==> src/sv/vsr_pkg.sv <==
// ---------------------------------------------------------------------------
// vsr_pkg
// Shared constants and types for the versioned stack with roll back.
// ---------------------------------------------------------------------------
package vsr_pkg;

    // Capacity in items; node, item and table stores all have this depth
    localparam int MAX_ITEMS = 4096;
    // Node numbers and item counts run 0..MAX_ITEMS
    localparam int IDX_W     = $clog2(MAX_ITEMS + 1);
    // Store address, entry n held at n-1
    localparam int ADDR_W    = $clog2(MAX_ITEMS);
    // Fixed field widths
    localparam int VALUE_W   = 32;
    localparam int TARGET_W  = 13;
    localparam int CMD_W     = 2;

    typedef enum logic [CMD_W-1:0] {
        CMD_QUERY    = 2'd0,
        CMD_PUSH     = 2'd1,
        CMD_POP      = 2'd2,
        CMD_ROLLBACK = 2'd3
    } cmd_t;

    // Controller to datapath commands
    typedef struct packed {
        logic issue;     // latch the item and start store reads
        logic exec;      // apply the item to the stack state
        logic load_out;  // load the result register
    } vsr_ctrl_t;

    // Datapath to controller status
    typedef struct packed {
        logic has_result; // current item returns a result
        logic out_busy;   // result register full and not taken this cycle
    } vsr_stat_t;

endpackage

==> src/sv/vsr_ctrl.sv <==
// ---------------------------------------------------------------------------
// vsr_ctrl
// Two-state controller: takes an item, then applies it once the store
// reads are back, holding while a result cannot be loaded.
// ---------------------------------------------------------------------------
module vsr_ctrl (
    input  logic                aclk,
    input  logic                aresetn,
    input  logic                s_valid,
    output logic                s_ready,
    input  vsr_pkg::vsr_stat_t  stat,
    output vsr_pkg::vsr_ctrl_t  ctrl
);

    typedef enum logic [1:0] {
        ST_IDLE = 2'b01,
        ST_EXEC = 2'b10
    } state_t;

    state_t state_reg, state_next;

    // State register
    always_ff @(posedge aclk) begin
        if (!aresetn) begin
            state_reg <= ST_IDLE;
        end else begin
            state_reg <= state_next;
        end
    end

    // Next state and commands
    always_comb begin
        state_next    = state_reg;
        ctrl          = '0;
        s_ready       = 1'b0;
        unique case (state_reg)
            ST_IDLE: begin
                s_ready = 1'b1;
                if (s_valid) begin
                    ctrl.issue = 1'b1;
                    state_next = ST_EXEC;
                end
            end
            ST_EXEC: begin
                if (!stat.has_result) begin
                    ctrl.exec  = 1'b1;
                    state_next = ST_IDLE;
                end else if (!stat.out_busy) begin
                    ctrl.exec     = 1'b1;
                    ctrl.load_out = 1'b1;
                    state_next    = ST_IDLE;
                end
            end
            default: begin
                state_next = ST_IDLE;
            end
        endcase
    end

endmodule

==> config.mk <==
export PLATFORM = sky130hd
export DESIGN_NAME = vsr_ctrl
export DESIGN_NICKNAME = d
export VERILOG_FILES = /design/src/sv/vsr_pkg.sv /design/src/sv/vsr_ctrl.sv
export SDC_FILE = /design/constraint.sdc
export NUM_CORES = 1
export LEC_CHECK = 0
export BUFFER_PORTS_ARGS = -buffer_cell sky130_fd_sc_hd__buf_2
export CAP_MARGIN = 5
export CORE_AREA = 8 8 45 47
export DETAILED_ROUTE_END_ITERATION = 6
export DIE_AREA = 0 0 53 55
export HOLD_SLACK_MARGIN = 0.08
export PLACE_DENSITY = 0.34
export SYNTH_ARGS = -nofsm -noshare
export SYNTH_HDL_FRONTEND = slang
export SYNTH_SLANG_ARGS = --single-unit
==> constraint.sdc <==
create_clock -name aclk -period 1.3 [get_ports aclk]
set_input_delay 0.065 -clock aclk [delete_from_list [all_inputs] [get_ports aclk]]
set_output_delay 0.065 -clock aclk [all_outputs]
set_load 0.05 [all_outputs]
==> flow_metrics.tcl <==
set metrics [dict create \
    maxSlewViolCount 0 \
    cts_inserted_buffers 3 \
    cp.required_ns 1.24 \
    power_density_mw_per_mm2 1320 \
    root_buffer "clkbuf_4" \
    worstSetupStartpointType "flip-flop" \
    cap_viol_max_count 0 \
    die_x_um 53 \
    grt_start_max_net_pins 5 \
    place_ws_ns 0.338 \
    cts_hold_repair.buffers 1 \
    detail_route.vias_per_cell 3.26 \
    ys_types 9 \
    postCtsSetupRepairBufs 0 \
    status "finished clean" \
    setup_viol 0 \
    io_pins 9 \
    min_path_type "input pin to flip-flop" \
    synth_top_area_share 0.416 \
    slew_headroom 0.826 \
    finalWeightedCongestion 0.611 \
    end_kind "output pin" \
    synth_seq_cells 2 \
    vias 124 \
    layout_commonest_cell "buf_2" \
    die_area_mm2 0.00292 \
    r2r_slack_ns 0.45 \
    clock_sinks 2 \
    avgSynthCellArea_um2 9.63 \
    crit_fanout 4 \
    synth_top_area_cell "dfxtp_1" \
    drt_iter0_drc 4 \
    drc 0 \
    fin_tns_setup_ns 0 \
    timing.fmax_mhz 844 \
    nets 29 \
    skew_ns 0.00196 \
    synth_area_um2 96.3 \
    grt_overflow 0 \
    clk_pin_slew_ns 0.03 \
    synthCells 10 \
    cts_tree "yes" \
    final_util 0.140 \
    worst_hold_startpoint "s_valid" \
    tightest_slew_ns 0.263 \
    coreArea_mm2 0.00138 \
    ys_seq_area_frac 0.416 \
    hold_violations 0 \
    grt_antenna_before_repair 0 \
    rows 14 \
    whs_path_depth 3 \
    final_cell_mix "buf_2 (8), clkbuf_4 (3), dfxtp_1 (2)" \
    area_growth_pct 101 \
    cts_resized 0 \
    insertion_delay_ns 0.22 \
    postSynthNetCount 15 \
    synth_warnings 0 \
    initial_core_util 0.0696 \
    die_h_um 55 \
    drive_gt1_frac 0.545 \
    htree_levels 1 \
    rr_worst_depth 2 \
    min_period_ns 1.18 \
    fin_ws_ns 0.115 \
    ant_nets 0 \
    p_leak_nw 0.0916 \
    wl_per_cell_um 8.97 \
    clk_path_buf_depth 2 \
    wl_um 341 \
    firstDrtPassIters 4 \
    period_share 0.911 \
    reg2reg_to "state_reg[1]" \
    rsz0062_at_grt "no" \
    largest_register_ffs 2 \
    synth_area_leaders "dfxtp_1 (42%), and4b_1 (10%), and3b_1 (9.1%)" \
    grt_pass1_wl_um 510 \
    holdPathEnd "state_reg[0]" \
    grt_use_total 0.0278 \
    grt_pass1_vias 125 \
    diodes 0 \
    criticalPathCategory "flip-flop to output pin" \
    worst_ep_arrival_time_ns 1.12 \
    r2r-start "state_reg[1]" \
    portBuffers 8 \
    ir_worst_vdd_mv 0.406 \
]
worst max-delay path, stage by stage, from the launching register on:
cell,delay [ns]
dfxtp_1,0.31
nand2b_1,0.17
a21oi_1,0.14
buf_2,0.28
power breakdown:
part / internal [mW] / switching [mW] / leakage, nW
Combinational: 0.0177 / 0.0359 / 0.0612
Clock: 0.101 / 0.0316 / 0.0138
Sequential: 0.0661 / 0.00289 / 0.0166
synth_stat cells, drive strengths merged:
cell type and n:
and4b 1, o21a 1, dfxtp 2, nand2b 1
o21ai 1, nor3b 1, a21oi 1, and3b 1
nor2b 1
logic make-up after synthesis:
family,count (synthesis),share of synthesized area
and+or+nand+nor,5,0.403
AOI/OAI and AO/OA,3,0.182
DFF,2,0.416
metal layers:
metal | routed length (um) | global-route usage
met1 | 187 | 0.0333
met3 | 33 | 0.0267
met4 | 0 | 0.0259
met5 | 0 | 0
met2 | 120 | 0.0254
layout make-up:
class | count | area, um^2
clock buffer | 3 | 22.5
timing repair buffer | 9 | 50.0
fill | 155 | 1190
tap | 16 | 20.0
sequential | 2 | 40.0
multi-input combinational | 8 | 61.3
stage by stage:
stage | cell area (um^2) | power [mW] | cells | hold slack, ns
floorplan | 101 | 0.104 | 10 | 0.145
global placement | 161 | 0.122 | 34 | 0.257
detailed placement | 161 | 0.122 | 34 | 0.257
CTS | 194 | 0.269 | 38 | 0.241
global route | 194 | 0.274 | 38 | 0.285
finish | 194 | 0.256 | 38 | 0.248
worst max-delay path by stage:
stage	start	endpoint	slack, ns	cells past startpoint
after floorplan	state_reg[0]	ctrl[1]	0.009	2
after global placement	state_reg[0]	ctrl[0]	0.35	3
after CTS	state_reg[0]	ctrl[1]	0.09	3
final	state_reg[0]	ctrl[1]	0.12	3
after detailed placement	state_reg[0]	ctrl[1]	0.34	3
after global routing	state_reg[0]	ctrl[1]	0.02	3
(Power assumes the default switching activity.)
